File: src/rtl/core/cwpl_pkg.sv
// Shared types and codes for the channel word pool ledger.
package cwpl_pkg;

    // Width of the shared arithmetic unit: holds a TX request of up to
    // fifteen blocks of 127 words and the sum of both reservations.
    localparam int ALU_W = 11;

    typedef logic [ALU_W-1:0] t_alu_word;

    typedef enum logic {
        ALU_ADD,
        ALU_SUB_SAT
    } t_alu_op;

    typedef enum logic [3:0] {
        S_IDLE,
        S_RSUM,
        S_XTX,
        S_XRX,
        S_AVAIL,
        S_FIT,
        S_COMMIT,
        S_FTX,
        S_FRX
    } t_step;

    typedef struct packed {
        logic  busy;
        logic  last;
        t_step step;
    } t_seq_ctl;

    // Request kinds.
    localparam logic [2:0] K_ALLOC   = 3'd0;
    localparam logic [2:0] K_FREE    = 3'd1;
    localparam logic [2:0] K_QUERY   = 3'd2;
    localparam logic [2:0] K_CLEAR   = 3'd3;
    localparam logic [2:0] K_DMA_GET = 3'd4;
    localparam logic [2:0] K_DMA_PUT = 3'd5;

    // Result status codes.
    localparam logic [2:0] ST_OK           = 3'd0;
    localparam logic [2:0] ST_ALREADY      = 3'd1;
    localparam logic [2:0] ST_NO_TX_ROOM   = 3'd2;
    localparam logic [2:0] ST_NO_RX_ROOM   = 3'd3;
    localparam logic [2:0] ST_NOT_FOUND    = 3'd4;
    localparam logic [2:0] ST_DMA_BUSY     = 3'd5;
    localparam logic [2:0] ST_DMA_NOT_HELD = 3'd6;
    localparam logic [2:0] ST_DMA_MISMATCH = 3'd7;

    // Register indexes on the configuration port.
    localparam logic [2:0] REG_SHARED     = 3'd0;
    localparam logic [2:0] REG_TX_POOL    = 3'd1;
    localparam logic [2:0] REG_RX_POOL    = 3'd2;
    localparam logic [2:0] REG_TX_RESV    = 3'd3;
    localparam logic [2:0] REG_RX_RESV    = 3'd4;
    localparam logic [2:0] REG_BLOCK_W    = 3'd5;
    localparam logic [2:0] REG_IDLE_BLK   = 3'd6;
    localparam logic [2:0] REG_NET_BLK    = 3'd7;

endpackage

File: src/rtl/core/channel_word_pool_ledger.sv
// Top level of the channel word pool ledger: registers, ledger table and datapath.
//
// The block keeps account of channel buffer words for up to CHANNELS channels in
// each direction. A request is taken on a rising edge with start high and busy
// low; busy then stays high while one shared add and saturating subtract unit
// works through the request a step at a time (reservation sum, TX and RX
// headroom, availability, fit check, counter update, and the two free-word
// figures). The result is on the output ports for exactly one cycle, marked by
// o_valid, registered from the last step, in the cycle in which busy has just
// fallen, so a new request may be started while a result is shown. The eight
// steps of the shared unit are followed by the output register. There is no
// back-pressure on results: the receiver must take each transfer in the cycle
// it is shown. Configuration registers must be written over the APB-style port
// only while no request is in flight; the block itself does not enforce this.
// pready is always high and reads return the register values.
module channel_word_pool_ledger #(
    parameter int CHANNELS   = 8,
    parameter int POOL_LIMIT = 512
) (
    input  logic        i_clk,
    input  logic        i_rst_n,
    // Configuration port
    input  logic        psel,
    input  logic        penable,
    input  logic        pwrite,
    input  logic [4:0]  paddr,
    input  logic [31:0] pwdata,
    output logic [31:0] prdata,
    output logic        pready,
    // Request
    input  logic        start,
    output logic        busy,
    input  logic [2:0]  i_kind,
    input  logic [2:0]  i_channel,
    input  logic        i_is_transmit,
    input  logic        i_via_dma,
    input  logic        i_network_on,
    input  logic [9:0]  i_rx_symbols,
    // Result
    output logic        o_valid,
    output logic [2:0]  o_status,
    output logic [9:0]  o_granted_words,
    output logic [9:0]  o_tx_free_words,
    output logic [9:0]  o_rx_free_words,
    output logic        o_dma_busy
);

    localparam int ENTRIES = 2 * CHANNELS;
    localparam int IW      = (ENTRIES > 1) ? $clog2(ENTRIES) : 1;
    // Pool sizes are ten-bit registers, so a limit above their range never bites.
    localparam int CAP_I   = (POOL_LIMIT > 1023) ? 1023 : POOL_LIMIT;
    localparam logic [9:0] CAP_W = 10'(CAP_I);

    // ------------------------------------------------------------------
    // Configuration registers
    // ------------------------------------------------------------------
    logic       r_shared;
    logic [9:0] r_tx_pool;
    logic [9:0] r_rx_pool;
    logic [9:0] r_tx_resv;
    logic [9:0] r_rx_resv;
    logic [6:0] r_block_w;
    logic [3:0] r_idle_blk;
    logic [3:0] r_net_blk;

    logic       w_cfg_wr;
    logic [2:0] w_cfg_idx;

    assign pready    = 1'b1;
    assign w_cfg_wr  = psel && penable && pwrite;
    assign w_cfg_idx = paddr[4:2];

    always_ff @(posedge i_clk) begin
        if (!i_rst_n) begin
            r_shared   <= 1'b0;
            r_tx_pool  <= 10'd96;
            r_rx_pool  <= 10'd96;
            r_tx_resv  <= 10'd0;
            r_rx_resv  <= 10'd0;
            r_block_w  <= 7'd48;
            r_idle_blk <= 4'd2;
            r_net_blk  <= 4'd3;
        end else if (w_cfg_wr) begin
            unique case (w_cfg_idx)
                cwpl_pkg::REG_SHARED:   r_shared   <= pwdata[0];
                cwpl_pkg::REG_TX_POOL:  r_tx_pool  <= pwdata[9:0];
                cwpl_pkg::REG_RX_POOL:  r_rx_pool  <= pwdata[9:0];
                cwpl_pkg::REG_TX_RESV:  r_tx_resv  <= pwdata[9:0];
                cwpl_pkg::REG_RX_RESV:  r_rx_resv  <= pwdata[9:0];
                cwpl_pkg::REG_BLOCK_W:  r_block_w  <= pwdata[6:0];
                cwpl_pkg::REG_IDLE_BLK: r_idle_blk <= pwdata[3:0];
                cwpl_pkg::REG_NET_BLK:  r_net_blk  <= pwdata[3:0];
                default: ;
            endcase
        end
    end

    always_comb begin
        unique case (w_cfg_idx)
            cwpl_pkg::REG_SHARED:   prdata = {31'b0, r_shared};
            cwpl_pkg::REG_TX_POOL:  prdata = {22'b0, r_tx_pool};
            cwpl_pkg::REG_RX_POOL:  prdata = {22'b0, r_rx_pool};
            cwpl_pkg::REG_TX_RESV:  prdata = {22'b0, r_tx_resv};
            cwpl_pkg::REG_RX_RESV:  prdata = {22'b0, r_rx_resv};
            cwpl_pkg::REG_BLOCK_W:  prdata = {25'b0, r_block_w};
            cwpl_pkg::REG_IDLE_BLK: prdata = {28'b0, r_idle_blk};
            cwpl_pkg::REG_NET_BLK:  prdata = {28'b0, r_net_blk};
            default:                prdata = '0;
        endcase
    end

    // ------------------------------------------------------------------
    // Sequencer
    // ------------------------------------------------------------------
    cwpl_pkg::t_seq_ctl w_ctl;
    logic               w_go;

    assign busy = w_ctl.busy;
    assign w_go = start && !w_ctl.busy;

    cwpl_seq u_seq (
        .i_clk   (i_clk),
        .i_rst_n (i_rst_n),
        .i_go    (w_go),
        .o_ctl   (w_ctl)
    );

    // ------------------------------------------------------------------
    // Captured request. The word count a TX allocation needs is formed here
    // from the small block product, so later steps see one figure.
    // ------------------------------------------------------------------
    logic [2:0]  r_kind;
    logic [2:0]  r_ch;
    logic        r_tx;
    logic        r_in_range;
    logic [IW-1:0] r_idx;
    logic [10:0] r_need;

    logic [3:0]  w_blocks;
    logic [10:0] w_tx_need;
    logic [10:0] w_need;

    assign w_blocks  = i_network_on ? r_net_blk : r_idle_blk;
    assign w_tx_need = {7'b0, w_blocks} * {4'b0, r_block_w};
    assign w_need    = i_via_dma     ? 11'd0 :
                       i_is_transmit ? w_tx_need : {1'b0, i_rx_symbols};

    always_ff @(posedge i_clk) begin
        if (w_go) begin
            r_kind     <= i_kind;
            r_ch       <= i_channel;
            r_tx       <= i_is_transmit;
            r_in_range <= (int'(i_channel) < CHANNELS);
            r_idx      <= IW'({i_channel, i_is_transmit});
            r_need     <= w_need;
        end
    end

    // ------------------------------------------------------------------
    // Ledger state
    // ------------------------------------------------------------------
    logic [ENTRIES-1:0] r_valid;
    logic [9:0]         r_words [ENTRIES];
    logic [9:0]         r_used_sh;
    logic [9:0]         r_used_tx;
    logic [9:0]         r_used_rx;
    logic               r_dma_held;
    logic [2:0]         r_dma_ch;
    logic               r_dma_tx;

    // Working registers of the step sequence.
    logic [10:0] r_rsum;
    logic [9:0]  r_xtx;
    logic [9:0]  r_xrx;
    logic [9:0]  r_avail;
    logic [9:0]  r_txf;
    logic [2:0]  r_status;
    logic [9:0]  r_granted;
    logic        r_upd;

    logic [9:0] w_tx_cap;
    logic [9:0] w_rx_cap;
    logic [9:0] w_used_sel;
    logic [9:0] w_x_sel;
    logic       w_entry_valid;
    logic [9:0] w_entry_words;

    assign w_tx_cap = (r_tx_pool > CAP_W) ? CAP_W : r_tx_pool;
    assign w_rx_cap = (r_rx_pool > CAP_W) ? CAP_W : r_rx_pool;

    // In shared mode both directions draw on the one counter and one headroom.
    assign w_used_sel = r_shared ? r_used_sh : (r_tx ? r_used_tx : r_used_rx);
    assign w_x_sel    = (r_shared || r_tx) ? r_xtx : r_xrx;

    assign w_entry_valid = r_valid[r_idx];
    assign w_entry_words = r_words[r_idx];

    // ------------------------------------------------------------------
    // Shared unit operand selection
    // ------------------------------------------------------------------
    cwpl_pkg::t_alu_op   w_op;
    cwpl_pkg::t_alu_word w_a;
    cwpl_pkg::t_alu_word w_b;
    cwpl_pkg::t_alu_word w_res;
    logic                w_borrow;

    always_comb begin
        w_op = cwpl_pkg::ALU_SUB_SAT;
        w_a  = '0;
        w_b  = '0;
        unique case (w_ctl.step)
            cwpl_pkg::S_RSUM: begin
                w_op = cwpl_pkg::ALU_ADD;
                w_a  = {1'b0, r_tx_resv};
                w_b  = {1'b0, r_rx_resv};
            end
            cwpl_pkg::S_XTX: begin
                w_a = {1'b0, w_tx_cap};
                w_b = r_shared ? r_rsum : {1'b0, r_tx_resv};
            end
            cwpl_pkg::S_XRX: begin
                w_a = {1'b0, w_rx_cap};
                w_b = {1'b0, r_rx_resv};
            end
            cwpl_pkg::S_AVAIL: begin
                w_a = {1'b0, w_x_sel};
                w_b = {1'b0, w_used_sel};
            end
            cwpl_pkg::S_FIT: begin
                // Borrow means the request does not fit the availability.
                w_a = {1'b0, r_avail};
                w_b = r_need;
            end
            cwpl_pkg::S_COMMIT: begin
                w_op = (r_kind == cwpl_pkg::K_ALLOC) ? cwpl_pkg::ALU_ADD
                                                     : cwpl_pkg::ALU_SUB_SAT;
                w_a  = {1'b0, w_used_sel};
                w_b  = {1'b0, r_granted};
            end
            cwpl_pkg::S_FTX: begin
                w_a = {1'b0, r_xtx};
                w_b = {1'b0, r_shared ? r_used_sh : r_used_tx};
            end
            cwpl_pkg::S_FRX: begin
                w_a = {1'b0, r_shared ? r_xtx : r_xrx};
                w_b = {1'b0, r_shared ? r_used_sh : r_used_rx};
            end
            cwpl_pkg::S_IDLE: ;
            default: ;
        endcase
    end

    cwpl_alu u_alu (
        .i_op     (w_op),
        .i_a      (w_a),
        .i_b      (w_b),
        .o_res    (w_res),
        .o_borrow (w_borrow)
    );

    // ------------------------------------------------------------------
    // Step results and ledger updates
    // ------------------------------------------------------------------
    always_ff @(posedge i_clk) begin
        unique case (w_ctl.step)
            cwpl_pkg::S_RSUM:  r_rsum  <= w_res;
            cwpl_pkg::S_XTX:   r_xtx   <= w_res[9:0];
            cwpl_pkg::S_XRX:   r_xrx   <= w_res[9:0];
            cwpl_pkg::S_AVAIL: r_avail <= w_res[9:0];
            cwpl_pkg::S_FTX:   r_txf   <= w_res[9:0];
            default: ;
        endcase
    end

    always_ff @(posedge i_clk) begin
        if (!i_rst_n) begin
            r_valid    <= '0;
            r_used_sh  <= '0;
            r_used_tx  <= '0;
            r_used_rx  <= '0;
            r_dma_held <= 1'b0;
            r_dma_ch   <= '0;
            r_dma_tx   <= 1'b0;
            r_upd      <= 1'b0;
            r_status   <= cwpl_pkg::ST_OK;
            r_granted  <= '0;
        end else if (w_ctl.step == cwpl_pkg::S_FIT) begin
            r_status  <= cwpl_pkg::ST_OK;
            r_granted <= '0;
            r_upd     <= 1'b0;
            priority if ((r_kind == cwpl_pkg::K_ALLOC || r_kind == cwpl_pkg::K_FREE ||
                          r_kind == cwpl_pkg::K_QUERY) && !r_in_range) begin
                r_status <= cwpl_pkg::ST_NOT_FOUND;
            end else if (r_kind == cwpl_pkg::K_ALLOC) begin
                priority if (w_entry_valid) begin
                    r_status <= cwpl_pkg::ST_ALREADY;
                end else if (w_borrow) begin
                    r_status <= r_tx ? cwpl_pkg::ST_NO_TX_ROOM : cwpl_pkg::ST_NO_RX_ROOM;
                end else begin
                    // A fitting request never exceeds ten bits.
                    r_valid[r_idx] <= 1'b1;
                    r_words[r_idx] <= r_need[9:0];
                    r_granted      <= r_need[9:0];
                    r_upd          <= 1'b1;
                end
            end else if (r_kind == cwpl_pkg::K_FREE) begin
                if (!w_entry_valid) begin
                    r_status <= cwpl_pkg::ST_NOT_FOUND;
                end else begin
                    r_valid[r_idx] <= 1'b0;
                    r_granted      <= w_entry_words;
                    r_upd          <= 1'b1;
                end
            end else if (r_kind == cwpl_pkg::K_QUERY) begin
                if (w_entry_valid) begin
                    r_granted <= w_entry_words;
                end else begin
                    r_status <= cwpl_pkg::ST_NOT_FOUND;
                end
            end else if (r_kind == cwpl_pkg::K_CLEAR) begin
                r_valid    <= '0;
                r_used_sh  <= '0;
                r_used_tx  <= '0;
                r_used_rx  <= '0;
                r_dma_held <= 1'b0;
                r_dma_ch   <= '0;
                r_dma_tx   <= 1'b0;
            end else if (r_kind == cwpl_pkg::K_DMA_GET) begin
                if (r_dma_held) begin
                    r_status <= cwpl_pkg::ST_DMA_BUSY;
                end else begin
                    r_dma_held <= 1'b1;
                    r_dma_ch   <= r_ch;
                    r_dma_tx   <= r_tx;
                end
            end else if (r_kind == cwpl_pkg::K_DMA_PUT) begin
                priority if (!r_dma_held) begin
                    r_status <= cwpl_pkg::ST_DMA_NOT_HELD;
                end else if (r_dma_ch != r_ch || r_dma_tx != r_tx) begin
                    r_status <= cwpl_pkg::ST_DMA_MISMATCH;
                end else begin
                    r_dma_held <= 1'b0;
                    r_dma_ch   <= '0;
                    r_dma_tx   <= 1'b0;
                end
            end else begin
                // Unused kinds leave everything as it is.
                r_status <= cwpl_pkg::ST_OK;
            end
        end else if (w_ctl.step == cwpl_pkg::S_COMMIT && r_upd) begin
            priority if (r_shared) begin
                r_used_sh <= w_res[9:0];
            end else if (r_tx) begin
                r_used_tx <= w_res[9:0];
            end else begin
                r_used_rx <= w_res[9:0];
            end
        end
    end

    // ------------------------------------------------------------------
    // Result register: one transfer, shown for a single cycle.
    // ------------------------------------------------------------------
    always_ff @(posedge i_clk) begin
        if (!i_rst_n) begin
            o_valid <= 1'b0;
        end else begin
            o_valid <= w_ctl.last;
        end
    end

    always_ff @(posedge i_clk) begin
        if (w_ctl.last) begin
            o_status        <= r_status;
            o_granted_words <= r_granted;
            o_tx_free_words <= r_txf;
            o_rx_free_words <= w_res[9:0];
            o_dma_busy      <= r_dma_held;
        end
    end

endmodule

File: src/rtl/core/cwpl_alu.sv
// Shared add and saturating subtract unit of the ledger.
module cwpl_alu (
    input  cwpl_pkg::t_alu_op   i_op,
    input  cwpl_pkg::t_alu_word i_a,
    input  cwpl_pkg::t_alu_word i_b,
    output cwpl_pkg::t_alu_word o_res,
    output logic                o_borrow
);

    logic [cwpl_pkg::ALU_W:0] w_diff;
    logic [cwpl_pkg::ALU_W:0] w_sum;

    assign w_diff   = {1'b0, i_a} - {1'b0, i_b};
    assign w_sum    = {1'b0, i_a} + {1'b0, i_b};
    assign o_borrow = w_diff[cwpl_pkg::ALU_W];

    always_comb begin
        unique case (i_op)
            cwpl_pkg::ALU_ADD:     o_res = w_sum[cwpl_pkg::ALU_W-1:0];
            cwpl_pkg::ALU_SUB_SAT: o_res = o_borrow ? '0 : w_diff[cwpl_pkg::ALU_W-1:0];
            default:               o_res = '0;
        endcase
    end

endmodule

File: src/rtl/core/cwpl_seq.sv
// Step sequencer that walks one request through the shared unit.
module cwpl_seq (
    input  logic               i_clk,
    input  logic               i_rst_n,
    input  logic               i_go,
    output cwpl_pkg::t_seq_ctl o_ctl
);

    cwpl_pkg::t_step r_state;
    cwpl_pkg::t_step n_state;

    always_ff @(posedge i_clk) begin
        if (!i_rst_n) begin
            r_state <= cwpl_pkg::S_IDLE;
        end else begin
            r_state <= n_state;
        end
    end

    always_comb begin
        unique case (r_state)
            cwpl_pkg::S_IDLE:   n_state = i_go ? cwpl_pkg::S_RSUM : cwpl_pkg::S_IDLE;
            cwpl_pkg::S_RSUM:   n_state = cwpl_pkg::S_XTX;
            cwpl_pkg::S_XTX:    n_state = cwpl_pkg::S_XRX;
            cwpl_pkg::S_XRX:    n_state = cwpl_pkg::S_AVAIL;
            cwpl_pkg::S_AVAIL:  n_state = cwpl_pkg::S_FIT;
            cwpl_pkg::S_FIT:    n_state = cwpl_pkg::S_COMMIT;
            cwpl_pkg::S_COMMIT: n_state = cwpl_pkg::S_FTX;
            cwpl_pkg::S_FTX:    n_state = cwpl_pkg::S_FRX;
            cwpl_pkg::S_FRX:    n_state = cwpl_pkg::S_IDLE;
            default:            n_state = cwpl_pkg::S_IDLE;
        endcase
    end

    always_comb begin
        o_ctl.step = r_state;
        o_ctl.busy = (r_state != cwpl_pkg::S_IDLE);
        o_ctl.last = (r_state == cwpl_pkg::S_FRX);
    end

endmodule

File: config.mk
export PLATFORM = sky130hd
export DESIGN_NAME = channel_word_pool_ledger
export DESIGN_NICKNAME = d
export VERILOG_FILES = /design/src/rtl/core/cwpl_pkg.sv /design/src/rtl/core/channel_word_pool_ledger.sv /design/src/rtl/core/cwpl_alu.sv /design/src/rtl/core/cwpl_seq.sv
export SDC_FILE = /design/constraint.sdc
export NUM_CORES = 1
export LEC_CHECK = 0
export ABC_AREA = 1
export BUFFER_PORTS_ARGS = -buffer_cell sky130_fd_sc_hd__buf_4
export CORE_MARGIN = 5
export CORE_UTILIZATION = 30
export DETAILED_ROUTE_END_ITERATION = 10
export PLACE_DENSITY = 0.48
export SYNTH_ARGS = -nofsm -noshare
export SYNTH_HDL_FRONTEND = slang
export SYNTH_SLANG_ARGS = --single-unit
File: constraint.sdc
create_clock -name i_clk -period 12.9 [get_ports i_clk]
set_input_delay 2.58 -clock i_clk [delete_from_list [all_inputs] [get_ports i_clk]]
set_output_delay 2.58 -clock i_clk [all_outputs]
set_load 0.02 [all_outputs]
* Word-level counts from Yosys, hierarchy flattened *
Memories as Yosys holds them, arrays and structs flattened. A register that Yosys moved wholly into a read port is not among the register bits.
Cells that the tools add are included.

storage, ports and cells
  register bits = 233
  bits in writable memories = 160
  input bits = 62
  memories kept = 1

memories
  name     words  width  rd ports  clocked after Yosys merged registers in  wr ports  RTL line                         text
  r_words  16     10     1         1                                        1         channel_word_pool_ledger.sv:163  logic [9:0] r_words [ENTRIES];

operators by class
  $add $sub $neg = 2
  multipliers = 1
  $lt $le $gt $ge = 4
  eq/ne operators = 34
  mux-type cells = 92
  bitwise logic cells = 8
  reduce and logical (&&, ||, !) cells = 34

operator list
  operator              number
  $mux 10               30
  $pmux 32 s8           1
  $mux 16               7
  $pmux 10 s8           1
  $pmux 11 s7           1
  $mux 3                16
  $pmux 4 s8            1
  $mux 1                25
  $mux 11               2
  $pmux 11 s2           1
  $gt 10x10->1 const B  2
  $eq 3x3->1 const B    6
  $and 16x16->16        1
  $eq 4x3->1 const B    4
  $not 16->16           1
  $or 16x16->16         1
  $reduce_and 2->1      8
  $reduce_and 7->1      2
  $eq 3x2->1 const B    4
  $ne 3x3->1 const B    4
  $reduce_and 6->1      2
  $sub 10x11->12        1
  $add 10x11->11        1
  $mul 4x7->11          1
  other kinds (27)      52

* Longest topological paths before layout *
Gate-level depths: netlist (run 1).

  depth in word-level cells = 10
  mapped depth = 23
  depth with buffers taken out = 22

* Cells and area by module *
From an unflattened synthesis (run 1), not the netlist that was laid out.

second synthesis, totals
  cell total of the unflattened synthesis = 2244
  area total of the unflattened synthesis = 19592.5 um^2

by module, submodules not included
  module                    times used  cells each  area an instance (um^2)  seq. area each (um^2)
  channel_word_pool_ledger  1           1978        18107.4                  10420.0
  cwpl_alu                  1           240         1307.5                   0.0
  cwpl_seq                  1           26          177.7                    80.1

* Least setup slack after synthesis (run 1) *
OpenSTA, ideal clock, no wires.

  path type = input-to-output
  from = input port paddr[3]
  to = output port prdata[0]
  arrival = 3.740 ns
  data required time = 10.320 ns
  slack = 6.580 ns
  cell stages on the path = 6
  path buffers = 0
  cells stage by stage = inv_1 -> nor3_1 -> inv_1 -> o22ai_1 -> a21oi_1 -> o211ai_1

between the ends
  cells in the longest elaborated chain, start to end = 2
  elaborated cells on any way between the ends = 9
  classes of those cells = eq/ne (7); mux (1); reduce/logical (1)

RTL lines
  what                                      RTL line                        text
  from (decl)                               channel_word_pool_ledger.sv:26  input logic [4:0] paddr,
  $eq 3x3->1, or another cell as far along  channel_word_pool_ledger.sv:99  unique case (w_cfg_idx)
  $pmux 32 s8 *                             channel_word_pool_ledger.sv:99
  to (decl)                                 channel_word_pool_ledger.sv:28  output logic [31:0] prdata,

Mark *: on every way between the ends. The rest lies on a longest branch, timed or not. The select of a mux whose other input is x is not followed.

* Worst setup path after layout (run 1) *
  from = input port paddr[3]
  to = output port prdata[5]

The elaborated chain is that of the path after synthesis.

==> results by group, run 1 <==
Run status
  – Result of the run: completed

Synth
  – Synth cell types: 55
  – Largest area contributor in the netlist: edfxtp_1
  – Post-Syn Instances: about 2,000
  – Ys Warns: 0
  – Seq/Total Area, Yosys: around 55%
  – Post-Syn Area per Cell: roughly 9.4 sq um
  – Synth area leaders: edfxtp_1 41%, dfxtp_1 14%, o21ai_0 6.0%, nand2_1 5.6%, inv_1 4.5%
  – Yosys reg bits: just under 400
  – Mapped cell area: 19,090 sq um
  – Share of the synthesized area in the top cell type: roughly two fifths

Timing
  – Max-slew headroom: between 20% and 30%
  – Least-Margin Pin Slew: 1134 ps
  – Hold Slack: 397.1 ps
  – RSZ-0062 raised after global routing: false
  – Fmax: 144.1 MHz
  – Final Hold Violating Endpoints: 0
  – Final min period: 6939 ps
  – Fin crit share: 53.79%
  – Setup_tns: 0 ps
  – Number of max-slew violations in the final report: 0
  – Final setup violation count: 0
  – Fin worst setup slack: ~6000 ps
  – Clock Skews: 57.07 ps

Layout
  – Fin nets: 2,198
  – Ratio of cells with drive above 1 in the final layout: 10.96%
  – Register Area: 10,500 sq um
  – Layout fillers: 6,578
  – Final core occ: 34.75%
  – Number of inserted diodes: 0
  – Area of the multi-input gates: around 7000 sq um
  – Layout area overhead: 14.81%

Setup path
  – Crit path max-delay family: simple AND/OR/NAND/NOR gates
  – Worst EP required: about 10,000 ps
  – Slowest-stage cell, CP: nor3_1
  – Worst path cell trace: buf_4, inv_1, nor3_1, a22oi_1, o2111ai_1, buf_4
  – Delay of the slowest critical-path stage: 870 ps
  – Worst path most repeated cell: buf_4
  – Worst Path Class, Setup: input port to primary output
  – WP data arrival: around 4400 ps
  – Max Fanout on Critical Path: 10
  – CP Launch Type: input port
  – Crit. End Element: primary output
  – CP bufs+invs: 3

Power
  – Peak VDD IR: 0.0001028 V
  – Tot Pwr: 3.148 mW
  – Power Density: between 100 and 150 nW/um^2
  – Lkg Pwr: around 8.5 nW

Die
  – DIE WIDTH: roughly 260 um
  – IO Pins: 131
  – Die H: 262.3 um
  – Area of the die: 68,790 sq um
  – Rows: 92
  – Initial Util: 30.27%
  – CORE AREA: 63,080 sq um

Route
  – Vias post-DR: 14,910
  – Post-Route WL: 58,800 um
  – Vias/cell: 5.016
  – Routed Antenna Nets: 0
  – DR WL/cell: between 15 and 20 um
  – First drt pass iteration count: 5
  – DRC viols: 0
  – DRT iter0 DRCs: 1,162

Clock tree
  – CTS Buffer Depth: 3
  – Clock latency on the worst-skew pair: ~600 ps
  – CTS Hold Bufs: 0
  – Clk sinks: 393
  – Maximum level of the CTS H-tree: 2
  – Cts repair resizes: 0
  – Post-CTS Setup Bufs: 0
  – Num CTS Buffers: 44
  – CTS Root Cell: clkbuf_16
  – Clk pin slew, worst setup/hold paths: 60 ps
  – CTS tree: built

GRT
  – First-pass GRT wire length: 90,310 um
  – GRT overflow: 0
  – Initial antenna violation count: 0
  – GRT Resource Usage Total: 16.53%
  – Largest net degree at the start of global routing: between 90 and 100
  – Vias in the first global route: 14,730

Placed design
  – PortBufs: 83
  – RD Place Congestion: 0.8782
  – DP Wirelength: 41,110 um
  – Dpl ws: 6025 ps

Worst hold path
  – Class of the tightest hold or removal check: register to register

Run
  – Max_cap viols: 0
## per-stage QoR
| stage | instances | cell area (sq um) |
|---|---|---|
| finish | 2972 | 21920 |
| detailed placement | 2891 | 20510 |
| global route | 2972 | 21920 |
| floorplan | 2046 | 19170 |
| CTS | 2972 | 21920 |
| global placement | 2891 | 20510 |
## cell type report
type | count | area share (%)
Multi-Input combinational cell | 1299 | 32.80
Sequential cell | 393 | 47.91
Timing Repair Buffer | 112 | 3.835
Clock inverter | 19 | 0.9474
Tap cell | 846 | 4.829
Inverter | 241 | 4.161
Clock buffer | 62 | 5.513
## cells in the mapped netlist, drive strengths merged
master / n
a41oi: 1
clkbuf: 66
o21ai: 247
nand2: 304
mux2i: 40
nor3: 34
a211oi: 6
o221ai: 11
conb: 2
edfxtp: 263
o22ai: 19
nor4: 12
buf: 47
and3: 1
nor2: 179
ha: 35
a31oi: 11
xor2: 14
a22oi: 5
clkinv: 4
o2111ai: 6
nand3: 92
a32oi: 1
a221o: 6
a22o: 9
a21oi: 171
o211ai: 30
a221oi: 13
o311ai: 1
o31ai: 2
o22a: 1
inv: 237
dfxtp: 130
o21bai: 2
o21a: 1
nand4: 10
fa: 10
a32o: 2
## registers in the layout (all words and copies together), names as in the netlist, 4 cells and up, named ones only
name	count
r_words	160
r_used_sh	10
r_xrx	10
r_avail	10
r_rx_pool	10
r_need	11
r_granted	10
r_net_blk	4
r_valid	16
o_tx_free_words	10
r_used_tx	10
r_rsum	11
r_txf	10
u_seq.r_state	4
r_idle_blk	4
r_xtx	10
r_used_rx	10
o_rx_free_words	10
r_tx_pool	10
o_granted_words	10
r_tx_resv	10
r_block_w	7
r_rx_resv	10
## metal layers
metal  vias up  GRT usage [%]  wire length (um)
met1      7299          23.37             27190
met3        84          2.211              2806
li1       7135              -                 -
met2       390          26.90             27440
met4         0          4.296              1371
met5         -              0                 0
## power by group
group          switching [mW]  internal, mW  leakage [nW]
Combinational           0.348         0.125          4.35
Sequential             0.0336          1.40          3.46
Clock                   0.521         0.718         0.688
## cells by family (layout without fill, tap and decap cells)
logic type      count (synthesis)  count (layout)  share of synthesized area (%)
compound gates                545             545                          16.38
xor+xnor                       14              14                         0.6422
fa+ha+maj                      45              45                          3.342
buf+inv                       354             434                          7.804
flops                         393             393                          54.99
mux                            40              40                          2.097
other cells                     2              23                        0.03933
simple gates                  632             632                          14.71
## cell usage in the layout (no fill, tap or decap), drive strengths merged, types with 2 or more instances in the layout
cell type	count
a211oi	6
a21oi	171
a221o	6
a221oi	13
a22o	9
a22oi	5
a31oi	11
a32o	2
buf	112
bufinv	3
clkbuf	62
clkinv	19
conb	23
dfxtp	130
edfxtp	263
fa	10
ha	35
inv	238
mux2i	40
nand2	304
nand3	92
nand4	10
nor2	179
nor3	34
nor4	12
o2111ai	6
o211ai	30
o21ai	247
o21bai	2
o221ai	11
o22ai	19
o31ai	2
xor2	14
## final timing paths
kind / from / endpoint / slack, ps / cells past startpoint
max: paddr[3] / prdata[5] / 5960 / 6
min: r_granted[5] / o_granted_words[5] / 400 / 0
max reg2reg: r_shared / r_words[7][0] / 6550 / 16
min reg2reg: r_granted[5] / o_granted_words[5] / 400 / 0
Power figures use the tool's default switching activity.
==> run 2: changes to the inputs <==
--- a/config.mk
+++ b/config.mk
@@ -5,7 +5,7 @@
 export SDC_FILE = /design/constraint.sdc
 export NUM_CORES = 1
 export LEC_CHECK = 0
-export ABC_AREA = 1
+export ABC_AREA = 0
 export BUFFER_PORTS_ARGS = -buffer_cell sky130_fd_sc_hd__buf_4
 export CORE_MARGIN = 5
 export CORE_UTILIZATION = 30
==> constraint.sdc (replaced) <==
create_clock -name i_clk -period 7.3 [get_ports i_clk]
set_input_delay 1.46 -clock i_clk [delete_from_list [all_inputs] [get_ports i_clk]]
set_output_delay 1.46 -clock i_clk [all_outputs]
set_load 0.02 [all_outputs]
==> run 2 against run 1 <==
Compared with the run above:
- power is 74% higher
- synthesized cell count is 19% lower
- clock skew is 31 ps lower
- clock power is 85% higher
- hold slack better by 20 ps
- highest routed layer unchanged
- register-to-register slack worse by 5800 ps
- final cell count is 13% lower
- largest power group unchanged
==> results by group, run 2 <==
Run status
  – Result of the run: completed (unchanged)

GRT
  – GRT overflow: 0 (unchanged)
  – GRT Resource Usage Total: 16.01% (was 16.53%)
  – First-pass GRT wire length: 85,750 um (was 90,310 um)
  – Vias in the first global route: 13,030 (was 14,730)
  – Largest net degree at the start of global routing: 92 (was 98)
  – Initial antenna violation count: 1 (was 0)

Die
  – IO Pins: 131 (unchanged)
  – Area of the die: 69,100 sq um (was 68,790 sq um)
  – DIE WIDTH: 262.9 um (was 262.3 um)
  – CORE AREA: 63,200 sq um (was 63,080 sq um)
  – Initial Util: 30.35% (was 30.27%)
  – Die H: 262.9 um (was 262.3 um)
  – Rows: 92 (unchanged)

Setup path
  – CP Launch Type: register (was input port)
  – Worst path cell trace: or4b_1, o21ai_0, a221o_1, nor3_1, ha_1, o21ai_0, a2111oi_0, a221oi_1, o21ai_0, a21o_1, nor2_2, nor3_2, buf_4, nand3_1, nor2_1, buf_4 (was buf_4, inv_1, nor3_1, a22oi_1, o2111ai_1, buf_4)
  – WP data arrival: 6820 ps (was 4360 ps)
  – Crit. End Element: register (was primary output)
  – Max Fanout on Critical Path: 18 (was 10)
  – Worst Path Class, Setup: register to register (was input port to primary output)
  – Worst EP required: 7590 ps (was 10,320 ps)
  – Worst path most repeated cell: o21ai_0 (was buf_4)
  – Slowest-stage cell, CP: a2111oi_0 (was nor3_1)
  – CP bufs+invs: 2 (was 3)
  – Crit path max-delay family: compound AO/OA/AOI/OAI gates (was simple AND/OR/NAND/NOR gates)
  – Delay of the slowest critical-path stage: 890 ps (was 870 ps)

Power
  – Power Density: 245.6 nW/um^2 (was 143.6 nW/um^2)
  – Lkg Pwr: 7.786 nW (was 8.492 nW)
  – Peak VDD IR: 0.0001443 V (was 0.0001028 V)
  – Tot Pwr: 5.468 mW (was 3.148 mW)

Clock tree
  – CTS Root Cell: clkbuf_16 (unchanged)
  – CTS tree: built (unchanged)
  – Clk sinks: 393 (unchanged)
  – Num CTS Buffers: 45 (was 44)
  – Clk pin slew, worst setup/hold paths: 60 ps (about the same)
  – Cts repair resizes: 0 (unchanged)
  – Post-CTS Setup Bufs: 0 (unchanged)
  – Maximum level of the CTS H-tree: 2 (unchanged)
  – Clock latency on the worst-skew pair: 610 ps (was 600 ps)
  – CTS Hold Bufs: 0 (unchanged)
  – CTS Buffer Depth: 3 (unchanged)

Route
  – Post-Route WL: 57,950 um (was 58,800 um)
  – DRT iter0 DRCs: 1,149 (was 1,162)
  – DR WL/cell: 22.36 um (was 19.79 um)
  – DRC viols: 0 (unchanged)
  – Vias post-DR: 13,580 (was 14,910)
  – Vias/cell: 5.239 (was 5.016)
  – Routed Antenna Nets: 0 (unchanged)
  – First drt pass iteration count: 5 (unchanged)

Timing
  – Least-Margin Pin Slew: 1400 ps (was 1134 ps)
  – Fmax: ~150 MHz
  – Final min period: 6537 ps
  – Max-slew headroom: 6.447% (was 23.79%)
  – Setup_tns: 0 ps (unchanged)
  – RSZ-0062 raised after global routing: false (unchanged)
  – Clock Skews: 25.75 ps (was 57.07 ps)
  – Number of max-slew violations in the final report: 0 (unchanged)
  – Fin crit share: 89.55%
  – Final Hold Violating Endpoints: 0 (unchanged)
  – Final setup violation count: 0 (unchanged)

Run
  – Max_cap viols: 0 (unchanged)

Synth
  – Mapped cell area: 19,180 sq um (was 19,090 sq um)
  – Asr flop ratio synth: 0% (unchanged)
  – Top-count cell post-synth: edfxtp_1 (was nand2_1)
  – Post-Syn Instances: 1,634 (was 2,025)
  – Ys flop type: edfxtp_1 (unchanged)
  – Ys Warns: 0 (unchanged)
  – Post-synth top cells: 263 x edfxtp_1, 163 x nand2_1, 130 x dfxtp_1 (was 287 x nand2_1, 263 x edfxtp_1, 228 x o21ai_0)
  – Post-Syn Area per Cell: 11.74 sq um (was 9.429 sq um)
  – Yosys reg bits: 393 (unchanged)
  – Seq/Total Area, Yosys: 54.74% (was 54.99%)
  – Synth area leaders: edfxtp_1 41%, dfxtp_1 14%, mux4_2 6.6%, mux2i_1 3.9%, nand2_1 3.2% (was edfxtp_1 41%, dfxtp_1 14%, o21ai_0 6.0%, nand2_1 5.6%, inv_1 4.5%)
  – Largest area contributor in the netlist: edfxtp_1 (unchanged)
  – Share of the synthesized area in the top cell type: 41.17% (was 41.36%)
  – Synth cell types: 95 (was 55)
  – Number of enable flip-flop cells after synthesis: 263 (unchanged)

Placed design
  – RD Place Congestion: 0.8753 (was 0.8782)
  – PortBufs: 83 (unchanged)
  – DP Wirelength: 40,290 um (was 41,110 um)

Layout
  – Biggest regs: r_words x160, r_valid x16 (unchanged)
  – Largest register by flop count: r_words (unchanged)
  – Commonest cells after routing, fill and taps aside: 263 x edfxtp_1, 163 x nand2_1, 129 x buf_4, 127 x dfxtp_1, 82 x nor2_1 (was 287 x nand2_1, 263 x edfxtp_1, 228 x o21ai_0, 226 x inv_1, 169 x a21oi_1)
  – Max reg flops: 160 (unchanged)
  – Ratio of cells with drive above 1 in the final layout: 17.02% (was 10.96%)
  – Fin nets: 1,816 (was 2,198)
  – Layout area overhead: 16.07% (was 14.81%)
  – Commonest non-fill, non-tap cell in the layout: edfxtp_1 (was nand2_1)

Worst hold path
  – Class of the tightest hold or removal check: register to register (unchanged)
run 2: per-layer routing:
metal / share of wire (%) / track usage [%]
met5: 0 / 0
met4: 2.0 / 3.965
met3: 5.6 / 2.706
met2: 45 / 24.18
met1: 48 / 24.00
run 2: through the flow:
stage	instances	util (%)	setup slack, ps	hold WS, ps	area (sq um)
global route	2591	35.23	464.6	425.7	22260
detailed placement	2508	32.83	897.2	404.5	20750
finish	2592	35.23	763.0	417.0	22260
global placement	2508	32.83	951.7	403.2	20750
floorplan	1655	-	1886	400.3	19260
CTS	2591	35.23	832.4	418.1	22260
run 2: cells by family after synthesis:
family,Yosys count,share of synthesized area [%]
AO/OA/AOI/OAI,367,13.30
XOR/XNOR,14,0.6392
adder cells (fa/ha/maj),45,3.327
buffers and inverters,187,4.298
flip-flops,393,54.74
multiplexers,145,11.34
other,2,0.03915
AND/OR/NAND/NOR,481,12.32
run 2: worst paths after layout:
check,slack [ps],depth (start not counted),to,from
setup / recovery,760,16,r_words[5][4],u_seq.r_state[0]
hold / removal,420,0,o_tx_free_words[1],r_txf[1]
setup reg to reg,760,16,r_words[5][4],u_seq.r_state[0]
hold reg to reg,420,0,o_tx_free_words[1],r_txf[1]
run 2: worst register-to-register path, cell delays in order, from the launching register on:
cell,delay (ps)
dfxtp_1,720
or4b_1,560
o21ai_0,270
a221o_1,310
nor3_1,530
ha_1,520
o21ai_0,220
a2111oi_0,890
a221oi_1,160
o21ai_0,300
a21o_1,190
nor2_2,160
nor3_2,190
buf_4,210
nand3_1,480
nor2_1,280
buf_4,240
run 2: where the power goes:
| group | total, mW | switching, mW | internal, mW |
|---|---|---|---|
| combinational | 0.655 | 0.420 | 0.235 |
| clock | 2.29 | 0.945 | 1.35 |
| sequential | 2.52 | 0.0710 | 2.45 |
| total | 5.47 | 1.44 | 4.03 |
run 2: final cells by class:
class	count	area (sq um)
fill	6236	40930
sequential	393	10500
multi-input combinational	1075	7973
clock buffer	64	1249
tap	846	1059
timing repair buffer	129	968.4
clock inverter	19	264.0
inverter	65	245.2
antenna	1	2.502
